===== src/rtl/core/rfid_frame_id_matcher_defines.svh =====
// Assertion macros shared by the frame matcher RTL.
// Expects clk and rst (synchronous, active high) in the enclosing scope.
`ifndef RFID_FRAME_ID_MATCHER_DEFINES_SVH
`define RFID_FRAME_ID_MATCHER_DEFINES_SVH

// same-cycle implication
`define RFIDM_ASSERT_IMPL(lbl, ante, cons, msg) \
  lbl: assert property (@(posedge clk) disable iff (rst) (ante) |-> (cons)) else $error(msg);

// next-cycle implication
`define RFIDM_ASSERT_NEXT(lbl, ante, cons, msg) \
  lbl: assert property (@(posedge clk) disable iff (rst) (ante) |=> (cons)) else $error(msg);

`endif


===== src/rtl/core/rfidm_pkg.sv =====
// Shared types and constants of the card frame matcher.
// No dependencies.
package rfidm_pkg;

  localparam int ID_LEN_DEF  = 8;
  localparam int NUM_IDS     = 2;
  localparam int ID_IDX_W    = 3;
  localparam int CFG_DATA_W  = 64;
  localparam int CFG_IDX_W   = 1;
  localparam int QUEUE_DEPTH = 2;

  localparam logic [7:0] STX_CODE = 8'h02;
  localparam logic [7:0] ETX_CODE = 8'h03;

  localparam logic [CFG_IDX_W-1:0] REG_CARD_ID_ZERO = 1'b0;
  localparam logic [CFG_IDX_W-1:0] REG_CARD_ID_ONE  = 1'b1;

  localparam logic KIND_ECHO    = 1'b0;
  localparam logic KIND_VERDICT = 1'b1;

  typedef enum logic {
    OP_ECHO,
    OP_VERDICT
  } op_kind_t;

  typedef struct packed {
    op_kind_t              kind;
    logic [7:0]            data;
    logic                  wr_en;
    logic [ID_IDX_W-1:0]   wr_idx;
    logic                  exact;
    logic                  too_long;
  } op_t;

  typedef struct packed {
    logic       result_kind;
    logic [7:0] echo_byte;
    logic       card_valid;
    logic       matched_entry;
    logic       frame_too_long;
  } res_t;

endpackage


===== src/rtl/core/rfidm_if.sv =====
// Valid/ready channel interfaces: received bytes in, result words out.
// Depends on rfidm_pkg.
interface rfidm_byte_if;
  logic       valid;
  logic       ready;
  logic [7:0] rx_byte;

  modport source (output valid, output rx_byte, input ready);
  modport sink   (input valid, input rx_byte, output ready);
endinterface

interface rfidm_result_if import rfidm_pkg::*; ();
  logic valid;
  logic ready;
  res_t data;

  modport source (output valid, output data, input ready);
  modport sink   (input valid, input data, output ready);
endinterface


===== src/rtl/core/rfidm_front.sv =====
// Front end: frame tracking and classification of received bytes into ops.
// Depends on rfidm_pkg, rfidm_if and the defines header.
`include "rfid_frame_id_matcher_defines.svh"

module rfidm_front import rfidm_pkg::*; #(
  parameter int ID_LEN = ID_LEN_DEF
) (
  input  logic        clk,
  input  logic        rst,
  rfidm_byte_if.sink  rx,
  output logic        op_valid,
  output op_t         op,
  input  logic        op_ready
);

  localparam int CNT_W = $clog2(ID_LEN + 2);
  localparam int IDX_W = (ID_LEN > 1) ? $clog2(ID_LEN) : 1;
  localparam logic [CNT_W-1:0] LEN_C = CNT_W'(ID_LEN);

  logic             in_frame, in_frame_next;
  logic [CNT_W-1:0] byte_count, byte_count_next;
  logic             acc, is_stx, is_etx;

  assign rx.ready = op_ready;
  assign acc      = rx.valid && rx.ready;
  assign is_stx   = rx.rx_byte == STX_CODE;
  assign is_etx   = rx.rx_byte == ETX_CODE;

  always_comb begin
    op.kind     = is_etx ? OP_VERDICT : OP_ECHO;
    op.data     = rx.rx_byte;
    op.wr_en    = !is_etx && (byte_count < LEN_C);
    op.wr_idx   = ID_IDX_W'(byte_count[IDX_W-1:0]);
    op.exact    = byte_count == LEN_C;
    op.too_long = byte_count > LEN_C;
    op_valid    = rx.valid && in_frame && !is_stx;
  end

  always_comb begin
    in_frame_next   = in_frame;
    byte_count_next = byte_count;
    if (acc) begin
      if (is_stx) begin
        in_frame_next   = 1'b1;
        byte_count_next = '0;
      end else if (in_frame) begin
        if (is_etx) begin
          in_frame_next   = 1'b0;
          byte_count_next = '0;
        end else if (byte_count <= LEN_C) begin
          byte_count_next = byte_count + 1'b1;
        end
      end
    end
  end

  always_ff @(posedge clk) begin
    if (rst) begin
      in_frame   <= 1'b0;
      byte_count <= '0;
    end else begin
      in_frame   <= in_frame_next;
      byte_count <= byte_count_next;
    end
  end

  `RFIDM_ASSERT_IMPL(a_count_bound, 1'b1, byte_count <= LEN_C + 1'b1, "byte count past limit")
  `RFIDM_ASSERT_NEXT(a_stx_opens, acc && is_stx, in_frame && byte_count == '0, "STX did not open frame")

endmodule


===== src/rtl/core/rfidm_queue.sv =====
// Two-entry op queue between front and back end.
// Depends on rfidm_pkg and the defines header.
`include "rfid_frame_id_matcher_defines.svh"

module rfidm_queue import rfidm_pkg::*; (
  input  logic clk,
  input  logic rst,
  input  logic push_valid,
  input  op_t  push_op,
  output logic push_ready,
  output logic pop_valid,
  output op_t  pop_op,
  input  logic pop_ready
);

  localparam int PTR_W = (QUEUE_DEPTH > 1) ? $clog2(QUEUE_DEPTH) : 1;
  localparam int CNT_W = $clog2(QUEUE_DEPTH + 1);
  localparam logic [CNT_W-1:0] DEPTH_C = CNT_W'(QUEUE_DEPTH);
  localparam logic [PTR_W-1:0] LAST_C  = PTR_W'(QUEUE_DEPTH - 1);

  op_t              slots [QUEUE_DEPTH];
  logic [PTR_W-1:0] wr_ptr, rd_ptr;
  logic [CNT_W-1:0] count;
  logic             push, pop;

  assign push_ready = count != DEPTH_C;
  assign pop_valid  = count != '0;
  assign pop_op     = slots[rd_ptr];
  assign push       = push_valid && push_ready;
  assign pop        = pop_valid && pop_ready;

  always_ff @(posedge clk) begin
    if (push) begin
      slots[wr_ptr] <= push_op;
    end
  end

  always_ff @(posedge clk) begin
    if (rst) begin
      wr_ptr <= '0;
      rd_ptr <= '0;
      count  <= '0;
    end else begin
      if (push) begin
        wr_ptr <= (wr_ptr == LAST_C) ? '0 : wr_ptr + 1'b1;
      end
      if (pop) begin
        rd_ptr <= (rd_ptr == LAST_C) ? '0 : rd_ptr + 1'b1;
      end
      case ({push, pop})
        2'b10:   count <= count + 1'b1;
        2'b01:   count <= count - 1'b1;
        default: count <= count;
      endcase
    end
  end

  `RFIDM_ASSERT_NEXT(a_pop_only, pop && !push, count == $past(count) - 1'b1, "queue count slip")

endmodule


===== src/rtl/core/rfidm_back.sv =====
// Back end: identifier store, whitelist compare and registered result word.
// Depends on rfidm_pkg, rfidm_if and the defines header.
`include "rfid_frame_id_matcher_defines.svh"

module rfidm_back import rfidm_pkg::*; #(
  parameter int ID_LEN = ID_LEN_DEF
) (
  input  logic                  clk,
  input  logic                  rst,
  input  logic                  cfg_we,
  input  logic [CFG_IDX_W-1:0]  cfg_index,
  input  logic [CFG_DATA_W-1:0] cfg_data,
  input  logic                  op_valid,
  input  op_t                   op,
  output logic                  op_ready,
  rfidm_result_if.source        res
);

  localparam int IDX_W = (ID_LEN > 1) ? $clog2(ID_LEN) : 1;
  localparam int LEN_B = ID_LEN * 8;

  logic [7:0]       id_store [ID_LEN];
  logic [LEN_B-1:0] card_id_zero, card_id_one;
  logic [LEN_B-1:0] packed_id;
  logic             match0, match1, take;
  res_t             res_q, res_next;

  always_ff @(posedge clk) begin
    if (rst) begin
      card_id_zero <= '0;
      card_id_one  <= '0;
    end else if (cfg_we) begin
      unique case (cfg_index)
        REG_CARD_ID_ZERO: card_id_zero <= cfg_data[LEN_B-1:0];
        REG_CARD_ID_ONE:  card_id_one  <= cfg_data[LEN_B-1:0];
        default: ;
      endcase
    end
  end

  // first received byte in the top bits
  always_comb begin
    for (int k = 0; k < ID_LEN; k++) begin
      packed_id[(ID_LEN-1-k)*8 +: 8] = id_store[k];
    end
  end

  assign match0   = (NUM_IDS >= 1) && (packed_id == card_id_zero);
  assign match1   = (NUM_IDS >= 2) && (packed_id == card_id_one);
  assign take     = op_valid && (!res.valid || res.ready);
  assign op_ready = take;

  always_comb begin
    res_next.result_kind    = KIND_ECHO;
    res_next.echo_byte      = op.data;
    res_next.card_valid     = 1'b0;
    res_next.matched_entry  = 1'b0;
    res_next.frame_too_long = 1'b0;
    if (op.kind == OP_VERDICT) begin
      res_next.result_kind    = KIND_VERDICT;
      res_next.echo_byte      = '0;
      res_next.card_valid     = op.exact && (match0 || match1);
      res_next.matched_entry  = op.exact && !match0 && match1;
      res_next.frame_too_long = op.too_long;
    end
  end

  always_ff @(posedge clk) begin
    if (take && op.wr_en) begin
      id_store[op.wr_idx[IDX_W-1:0]] <= op.data;
    end
    if (take) begin
      res_q <= res_next;
    end
  end

  always_ff @(posedge clk) begin
    if (rst) begin
      res.valid <= 1'b0;
    end else if (take) begin
      res.valid <= 1'b1;
    end else if (res.ready) begin
      res.valid <= 1'b0;
    end
  end

  assign res.data = res_q;

  `RFIDM_ASSERT_IMPL(a_valid_not_long, res.valid && res.data.card_valid, !res.data.frame_too_long && res.data.result_kind == KIND_VERDICT, "valid verdict on bad frame")

endmodule


===== src/rtl/core/rfid_frame_id_matcher.sv =====
// Channel  Dir  Word                          Handshake
// rx       in   rx_byte [7:0]                 valid/ready
// res      out  kind, echo, valid, entry, tl  valid/ready
// cfg      in   index [0:0], data [63:0]      write enable only
// One byte per cycle sustained while res is ready; each result passes front classify,
// the queue register and the back compare into the output register.
// STX and bytes outside a frame give no result; rx stalls only while the queue is full.
// The two-entry queue lets the front keep taking bytes while res is stalled.
// Synchronous active-high reset clears frame state, queue and output valid.
// Depends on rfidm_pkg, rfidm_if, rfidm_front, rfidm_queue, rfidm_back.
module rfid_frame_id_matcher import rfidm_pkg::*; #(
  parameter int ID_LEN = ID_LEN_DEF
) (
  input  logic                  clk,
  input  logic                  rst,
  rfidm_byte_if.sink            rx,
  rfidm_result_if.source        res,
  input  logic                  cfg_we,
  input  logic [CFG_IDX_W-1:0]  cfg_index,
  input  logic [CFG_DATA_W-1:0] cfg_data
);

  logic f_valid, f_ready, b_valid, b_ready;
  op_t  f_op, b_op;

  rfidm_front #(.ID_LEN(ID_LEN)) u_front (
    .clk      (clk),
    .rst      (rst),
    .rx       (rx),
    .op_valid (f_valid),
    .op       (f_op),
    .op_ready (f_ready)
  );

  rfidm_queue u_queue (
    .clk        (clk),
    .rst        (rst),
    .push_valid (f_valid),
    .push_op    (f_op),
    .push_ready (f_ready),
    .pop_valid  (b_valid),
    .pop_op     (b_op),
    .pop_ready  (b_ready)
  );

  rfidm_back #(.ID_LEN(ID_LEN)) u_back (
    .clk       (clk),
    .rst       (rst),
    .cfg_we    (cfg_we),
    .cfg_index (cfg_index),
    .cfg_data  (cfg_data),
    .op_valid  (b_valid),
    .op        (b_op),
    .op_ready  (b_ready),
    .res       (res)
  );

endmodule

===== src/flat_wrapper.sv =====
// flat-port wrapper written by rule: the top's interface ports become plain ports
module rfid_frame_id_matcher_flat import rfidm_pkg::*;
#(
  parameter int ID_LEN = ID_LEN_DEF
)
  (clk, rst, cfg_we, cfg_index, cfg_data, rx_valid, rx_rx_byte, rx_ready, res_valid, res_data, res_ready);
  rfidm_byte_if rx_i ();
  rfidm_result_if res_i ();
  input  logic clk;
  input  logic rst;
  input  logic cfg_we;
  input  logic [CFG_IDX_W-1:0] cfg_index;
  input  logic [CFG_DATA_W-1:0] cfg_data;
  input wire logic [$bits(rx_i.valid)-1:0] rx_valid;
  input wire logic [$bits(rx_i.rx_byte)-1:0] rx_rx_byte;
  output wire logic [$bits(rx_i.ready)-1:0] rx_ready;
  output wire logic [$bits(res_i.valid)-1:0] res_valid;
  output wire logic [$bits(res_i.data)-1:0] res_data;
  input wire logic [$bits(res_i.ready)-1:0] res_ready;
  assign rx_i.valid = rx_valid;
  assign rx_i.rx_byte = rx_rx_byte;
  assign rx_ready = rx_i.ready;
  assign res_valid = res_i.valid;
  assign res_data = res_i.data;
  assign res_i.ready = res_ready;
  rfid_frame_id_matcher #(.ID_LEN(ID_LEN)) u_core (.clk(clk), .rst(rst), .rx(rx_i), .res(res_i), .cfg_we(cfg_we), .cfg_index(cfg_index), .cfg_data(cfg_data));
endmodule

===== config.mk =====
export PLATFORM = sky130hd
export DESIGN_NAME = rfid_frame_id_matcher_flat
export DESIGN_NICKNAME = d
export VERILOG_FILES = /design/src/rtl/core/rfidm_pkg.sv /design/src/rtl/core/rfidm_if.sv /design/src/rtl/core/rfidm_front.sv /design/src/rtl/core/rfidm_queue.sv /design/src/rtl/core/rfidm_back.sv /design/src/rtl/core/rfid_frame_id_matcher.sv /design/src/flat_wrapper.sv
export VERILOG_INCLUDE_DIRS = /design/src /design/src/rtl/core
export SDC_FILE = /design/constraint.sdc
export NUM_CORES = 1
export LEC_CHECK = 0
export ABC_AREA = 0
export BUFFER_PORTS_ARGS = -buffer_cell sky130_fd_sc_hd__buf_2
export CORE_UTILIZATION = 37
export DETAILED_ROUTE_END_ITERATION = 8
export PLACE_DENSITY = 0.53
export SLEW_MARGIN = 20
export SYNTH_ARGS = -nofsm -noshare
export SYNTH_HDL_FRONTEND = slang
export SYNTH_SLANG_ARGS = --single-unit

===== constraint.sdc =====
create_clock -name clk -period 4.3 [get_ports clk]
set_clock_uncertainty 0.1 [all_clocks]
set_input_delay 0 -clock clk [delete_from_list [all_inputs] [get_ports clk]]
set_output_delay 0 -clock clk [all_outputs]
set_load 0.05 [all_outputs]

# After elaboration in Yosys (flattened, before gate mapping)
# Memories as Yosys holds them, arrays and structs flattened. A register that Yosys moved wholly into a read port is not among the register bits.
# Cells that the tools add are included.
# word_totals
regBits,150
ramBits,94
elab_cells,77
n_memories,2
# op_classes
n_addsub,5
magnitude_cmp,3
n_eq_ne,8
mux,20
bitwise_logic,1
n_reduce_logical,25
# mem_list
memory,words,width,read_ports,rd_ports_with_merged_regs,wr,line_no,rtl
u_core.u_back.id_store,8,8,8,0,1,rfidm_back.sv:22,logic [7:0] id_store [ID_LEN];
u_core.u_queue.slots,2,15,1,1,1,rfidm_queue.sv:21,op_t slots [QUEUE_DEPTH];
# op_table
cell,n
$eq A64 B64 Y1,2
$eq A8 B2 Y1 const B,2
$mux W4,4
$mux W1,14
$mux W12,1
$logic_and A1 B1 Y1,11
$reduce_bool A2 Y1,4
$add A4 B1 Y4 const B,1
$eq A4 B4 Y1 const B,1
$gt A4 B4 Y1 const B,1
$le A4 B4 Y1 const B,1
$logic_not A1 Y1,4
$lt A4 B4 Y1 const B,1
$pmux W2 S2,1
$reduce_and A2 Y1,2
$reduce_and A3 Y1,1
$reduce_bool A3 Y1,1
$add A1 B1 Y1 const B,2
$add A2 B1 Y2 const B,1
$eq A2 B1 Y1 const B,1
$eq A2 B2 Y1 const B,1
$logic_or A1 B1 Y1,2
$ne A2 B2 Y1 const B,1
$sub A2 B1 Y2 const B,1
$not A1 Y1,1

# Logic depth before layout (Yosys ltp)
# Gate-level depths: netlist (run 1).
# logic_depth
depth_word,6
depth_mapped,7
mapped_depth_nobuf,7

# Cells and area by module
# Synthesis (run 1) repeated with hierarchy kept, for this count alone.
# hier_totals
cells_unflattened,982
hier_area_um2,10095.9
# modules_own_cells
module,instances,cells_each,area_each_um2,seq_area_each_um2
rfidm_back,1,852,8313.0,4864.7
rfidm_queue,1,71,1302.5,1001.0
rfidm_front,1,59,480.5,100.1

# Least setup slack after synthesis (run 1)
# Ideal clock, no wire load.
# synth_path
path_kind,register -> register
start,reg u_core.u_back.res.valid
end,"mem u_core.u_back.id_store[0][0], enable pin"
setup_ps,370
t_arrival_ps,1671
setup_slack_ps,2159
stages_incl_launch_ff,5
path_buffers,0
cell_sequence,dfxtp_1 > nand2b_1 > o21a_1 > nand2_1 > nor2_1
# synth_via
elab_chain_len,6
# synth_lines
element,line_no,rtl
from (decl),rfidm_if.sv:17,"modport source (output valid, output data, input ready);"
from (signal assigned),rfidm_back.sv:79,res.valid <= 1'b0;
from (signal assigned),rfidm_back.sv:81,res.valid <= 1'b1;
from (signal assigned),rfidm_back.sv:83,res.valid <= 1'b0;
$logic_not A1 Y1,rfidm_back.sv:50,assign take = op_valid && (!res.valid || res.ready);
$logic_or A1 B1 Y1,rfidm_back.sv:50,
$logic_and A1 B1 Y1,rfidm_back.sv:50,
named net u_core.b_ready,rfid_frame_id_matcher.sv:23,"logic f_valid, f_ready, b_valid, b_ready;"
$logic_and A1 B1 Y1,rfidm_back.sv:69,if (take && op.wr_en) begin
$mux W1,rfidm_back.sv:69,
$mux W1 (not written as such),rfidm_back.sv:70,id_store[op.wr_idx[IDX_W-1:0]] <= op.data;
to (decl),rfidm_back.sv:22,
# The timed path passes the listed nets, and every way through them passes these cells.

==> impl_metrics.yaml, run 1 <==
outcome:
  status: "complete, but fails checks"
  violations: "DRC"
sta:
  rsz0062_at_grt: "false"
  drv_slew: 0
  fmax_ghz: 0.398
  finalHoldViolCount: 0
  fin_crit_sh: 0.584
  period_minus_slack_ns: 2.51
  finalSetupTns_ns: 0
  tightestPinTransition_ns: 1.07
  slew_headroom: 0.286
  setup_viol: 0
placed_design:
  dp.cells: 1348
  gp_congestion: 0.873
  dpl.hpwl_mm: 19.2
  io_buffers: 91
pwr:
  p_switching_uw: 1480
  peakVddDrop_v: 0.000371
  powerDensity_mw_per_mm2: 453
  p_comb_frac: 0.129
  seqPwrFrac: 0.486
  power_leakage_uw: 0.00418
  clockPowerShare: 0.386
  p_int_uw: 4080
  sw_frac_of_total: 0.266
clocking:
  ctsResizeCount: 0
  post_cts_buffers: 0
  root_buffer: "clkbuf_16"
  cts_made_buffers: 27
  hold_buffers: 75
  clock_latency_ns: 0.52
  cts_tree: "yes"
  clock_sinks: 245
  cts_buffer_depth: 3
  h-tree-depth: 1
  clk_pin_slew_ns: 0.06
critical_path:
  required_ns: 4.35
  crit_slowest_cell: "dfxtp_1"
  cpPeakStageDelay_ns: 0.93
  startpoint_type: "register"
  cp.arrival_ns: 2.56
  path_class: "register to register"
  cp_cell_sequence: "nand3_1 > o21ai_0 > nand2_1 > nor2_1"
  cp_max_fo: 23
  end_kind: "register"
floorplanning:
  initial_core_util: 0.379
  dieHeight_um: 166
  num_rows: 59
  core_area_mm2: 0.0262
  io_pins: 92
  die_w_um: 166
  dieArea_mm2: 0.0275
final_layout:
  instances_no_fill: 1472
  fin_nets: 1198
  area_growth_pct: 23.6
  layout_commonest_cell: "nand2_1"
  n_antenna_cell: 0
  fill_cells: 2480
  final-seq-area_mm2: 0.00597
  multi_input_area_mm2: 0.00377
  mostFrequentLayoutCells: "nand2_1, dfxtp_1, a21oi_1, xnor2_1, edfxtp_1"
  drive_gt1_frac: 0.142
global_routing:
  grt_pass1_wl_mm: 42.8
  grt-ovfl-total: 0
  grtUsageMet1: 0.275
  antenna_found_initial: 0
  grt-busiest-layer: "met2"
  use_met3: 0.0279
  grt_max_degree: 94
  grt_usage: 0.205
  grtUsageMet2: 0.349
  grt_pass1_vias: 7210
synth:
  synth_edf_count: 106
  ys_ff_latch: 245
  avgSynthCellArea_um2: 10.3
  async_flop_share: 0
  ys.flop_type: "dfxtp_1"
  syn_inst: 960
  ys_types: 48
  synth-seq-area-share: 0.601
  synthesis.area_mm2: 0.00993
  syn_nets: 1041
  yosysWarnings: 0
detailed_routing:
  postRouteAntennaNets: 0
  dr.first_iter.drc_count: 643
  num_vias: 7332
  route.detailed.drc: 12
  via_per_inst: 4.98
  detail_route.first_pass.iterations: 7
  wl_per_cell_um: 19.1
  routed_wl_mm: 28.2
worst_hold_path:
  hold_class: "input port to register"
job:
  cap_viol_max_count: 0
per-stage QoR:
stage                     setup WS (ns)  utilization  instance area [um^2]  hold slack (ns)  total power [uW]
after global routing               1.55        0.468                 12300           0.0695              5770
after CTS                          1.73        0.468                 12300           0.0305              5610
after floorplan                    2.16            -                  9930         -0.00439              3140
after detailed placement           1.74        0.408                 10700            0.121              3410
final                              1.79        0.468                 12300           0.0441              5550
after global placement             1.89        0.408                 10700            0.113              3410
layer usage:
metal  vias up  wire length, um  share of wire
li1       3567                -              -
met1      3567            12800           0.46
met2       164            13600           0.48
met3        34             1190          0.042
met4         0              554          0.020
met5         -                0              0
cells by family after synthesis:
group	synth area share
xor gates and xnor gates	0.116
buffers and inverters	0.0209
AOI/OAI and AO/OA	0.0832
DFF	0.601
adders and majority gates	0.00378
and+or+nand+nor	0.162
muxes	0.0127
synthesized netlist by cell type (all sizes together), types with 2 or more instances:
master | n | area, um^2
a21oi | 134 | 671
and2 | 2 | 12.5
buf | 19 | 76.3
clkbuf | 26 | 97.6
dfxtp | 139 | 2780
edfxtp | 106 | 3180
ha | 3 | 37.5
inv | 9 | 33.8
mux2 | 10 | 116
nand2 | 266 | 1000
nand2b | 3 | 18.8
nand3 | 4 | 32.5
nand4 | 30 | 188
nor2 | 26 | 100
nor2b | 10 | 62.6
nor3 | 5 | 30.0
nor4 | 11 | 96.3
o21ai | 5 | 25.0
or3 | 2 | 17.5
xnor2 | 115 | 1010
xor2 | 17 | 149
sequential cells by signal (all words and copies together), names as in the netlist, named ones only:
name and cells:
u_core.u_back.card_id_one 64, u_core.u_back.card_id_zero 64, u_core.u_back.id_store 64, u_core.u_back.res.data 12, u_core.u_back.res.valid 1, u_core.u_front.byte_count 4
u_core.u_front.in_frame 1, u_core.u_queue.count 2, u_core.u_queue.rd_ptr 1, u_core.u_queue.slots 30, u_core.u_queue.wr_ptr 1
final timing paths:
check	slack, ns	to	depth (start not counted)	startpoint
min reg2reg	0.37	u_core.u_back.card_id_one[3]	2	u_core.u_back.card_id_one[3]
min	0.04	u_core.u_back.card_id_zero[21]	2	rst
max	1.79	u_core.u_back.id_store[3][2]	4	register
max reg2reg	1.79	u_core.u_back.id_store[3][2]	4	register
worst max-delay path: cells and delay by family, from the launching register on:
kind               cells  cell delay (ns)
AOI/OAI and AO/OA      1             0.13
and+or+nand+nor        3             0.97
DFF                    1             0.93
cell type report:
cell class | instances | area share
Clock buffer | 38 | 0.0626
Tap cell | 335 | 0.0342
Clock inverter | 11 | 0.00387
Sequential cell | 245 | 0.486
Multi-Input combinational cell | 661 | 0.308
Timing Repair Buffer | 173 | 0.103
Inverter | 9 | 0.00275
power by group through the flow:
stage	logic [uW]	registers (uW)	clock network [uW]
2_1_floorplan	344	2800	0
3_3_place_gp	665	2750	0
3_5_place_dp	667	2750	0
4_1_cts	722	2700	2190
5_1_grt	770	2710	2290
6_report	714	2700	2140
Note: power is estimated with default switching activity, not from simulation.
==> run 2: changes to the inputs <==
ABC_AREA = 1   (was 0)
clock period = 2.65 ns   (was 4.3 ns; I/O delays follow)
==> run 2 against run 1 <==
Against the previous run:
- the run now ends clean
- combinational power up 120%
- largest cell class unchanged
- hold slack better by 0.0030 ns
- critical path type unchanged
- sequential share of layout area shrank 4.9 points
==> impl_metrics.yaml, run 2 <==
placed_design:
  dpl_worst_slack_ns: 0.615
  postPlaceCellArea_mm2: 0.0120
  dpl.hpwl_mm: 20.8
  io_buffers: 91
  gp_congestion: 0.793
clocking:
  cts_made_buffers: 28
  cts_buffer_depth: 3
  cts_tree: "yes"
  clock_sinks: 245
  h-tree-depth: 1
  root_buffer: "clkbuf_16"
  clock_latency_ns: 0.54
  clk_pin_slew_ns: 0.06
  post_cts_buffers: 0
synth:
  avgSynthCellArea_um2: 7.93
  synthesis.area_mm2: 0.0110
  ys_ff_latch: 245
  syn_inst: 1391
  yosysWarnings: 0
  ys.flop_type: "dfxtp_1"
  syn_nets: 1472
  yosysMostFrequentCell: "nand2_1"
  synth_top_area_share: 0.289
  ys_types: 27
  async_flop_share: 0
  yosys-top-cells-count: "nand2_1, nor2_1, inv_1, o21ai_0, dfxtp_1"
  synth_top_area_cell: "edfxtp_1"
  synth_edf_count: 106
  synthTopCellsByArea: "edfxtp_1, dfxtp_1, nand2_1, nor2_1, o21ai_0"
  synth-seq-area-share: 0.541
final_layout:
  area_growth_pct: 23.8
  drive_gt1_frac: 0.109
  fill_cells: 2866
  fin_nets: 1644
  postLayoutCellArea_mm2: 0.0136
  layout_commonest_cell: "nand2_1"
  mostFrequentLayoutCells: "nand2_1, nor2_1, inv_1, o21ai_0, dfxtp_1"
  n_antenna_cell: 0
critical_path:
  cp_num_buf_inv: 2
  r2r_setup_slack_ns: 0.59
  crit_slowest_cell: "nor2_1"
  cp.arrival_ns: 2.12
  cp_max_fo: 15
  required_ns: 2.71
  path_delay_family: "simple AND/OR/NAND/NOR gates"
  path_class: "register to register"
  startpoint_type: "register"
  cp_cell_sequence: "inv_2 > or2_1 > o21ai_0 > inv_1 > nand2_1 > nor2_1"
  end_kind: "register"
  cpPeakStageDelay_ns: 0.61
detailed_routing:
  num_vias: 8992
  via_per_inst: 4.57
  dr.first_iter.drc_count: 553
  wl_per_cell_um: 15.4
  routed_wl_mm: 30.3
  postRouteAntennaNets: 0
  detail_route.first_pass.iterations: 4
  route.detailed.drc: 0
sta:
  fin_crit_sh: 0.777
  fin_ws_ns: 0.592
  period_minus_slack_ns: 2.06
  drv_slew: 0
  slew_headroom: 0.457
  fmax_ghz: 0.486
  tightestPinTransition_ns: 0.813
  finalSetupTns_ns: 0
  rsz0062_at_grt: "false"
  setup_viol: 0
  fin_hold_ws_ns: 0.0471
  finalHoldViolCount: 0
outcome:
  status: "completed"
floorplanning:
  die_w_um: 175
  num_rows: 62
  dieArea_mm2: 0.0305
  core_area_mm2: 0.0290
  dieHeight_um: 175
  io_pins: 92
  initial_core_util: 0.380
global_routing:
  grt_usage: 0.201
  antenna_found_initial: 0
  grt_pass1_wl_mm: 47.4
  grt-ovfl-total: 0
  grt_pass1_vias: 8700
  grt_max_degree: 82
worst_hold_path:
  hold_class: "input port to register"
job:
  cap_viol_max_count: 0
pwr:
  power_leakage_uw: 0.00591
  peakVddDrop_v: 0.000587
  powerDensity_mw_per_mm2: 719
run 2: changes by cell type in the layout (fill, tap and decap cells not counted), sizes merged, moves of 11 or more:
cell / before / now
a21oi: 134 / 91
buf: 98 / 109
inv: 9 / 189
nand2: 266 / 337
nand4: 30 / 3
nor2: 26 / 238
nor4: 11 / 0
o21ai: 5 / 154
or2: 0 / 11
xnor2: 115 / 42
run 2: stage by stage:
stage	std cells	utilization	total power, uW
3_5_place_dp	1841	0.412	5980
4_1_cts	1969	0.470	9920
3_3_place_gp	1841	0.412	5970
6_report	1969	0.470	9810
2_1_floorplan	1391	-	5450
5_1_grt	1969	0.470	10200
run 2: timing repair:
action	4_1_cts	5_1_grt
setup endpoints to repair	0	0
hold buffers	76	0
resized for setup	0	0
hold endpoints to repair	153	0
run 2: final cells by class:
cell class,count,area (um^2),area share
inverters,189,711,0.0521
repair buffers,185,1390,0.102
flip-flops and latches,245,5970,0.437
clock buffers,39,816,0.0598
well taps,384,480,0.0352
multi-input cells,914,4180,0.306
clock inverters,13,105,0.00770
run 2: tightest hold or removal path, cell delays in order:
cell	delay, ns
buf_2	0.11
nand2_4	0.29
a21oi_1	0.23
run 2: per-layer routing:
layer | up-vias | share of wire | global-route usage | wire length [um]
met5 | - | 0 | 0 | 0
met4 | 0 | 0.021 | 0.0496 | 642
met3 | 41 | 0.043 | 0.0261 | 1310
met2 | 179 | 0.47 | 0.342 | 14200
met1 | 4080 | 0.47 | 0.272 | 14200
li1 | 4692 | - | - | -
run 2: final timing paths:
| kind | startpoint | end | cells past startpoint |
|---|---|---|---|
| worst max-delay path | register | u_core.u_back.id_store[7][4] | 6 |
| worst min-delay path | cfg_we | u_core.u_back.card_id_one[24] | 3 |
| worst max register to register | register | u_core.u_back.id_store[7][4] | 6 |
| worst min register to register | u_core.u_queue.rd_ptr | u_core.u_queue.rd_ptr | 1 |
run 2: kinds of logic (layout without fill, tap and decap cells):
kind of cell             Yosys count  in the layout  synth area share
AO/OA/AOI/OAI                    246            246             0.113
XOR/XNOR                          68             68            0.0540
adder cells (fa/ha/maj)            3              3           0.00341
buffers and inverters            232            426            0.0804
flip-flops                       245            245             0.541
AND/OR/NAND/NOR                  597            597             0.208
run 2: where the power goes:
part	leakage, uW	total, uW	switching [uW]	internal, uW
registers	0.00211	4420	152	4270
clock network	0.000438	3840	1580	2250
logic	0.00336	1560	1100	459
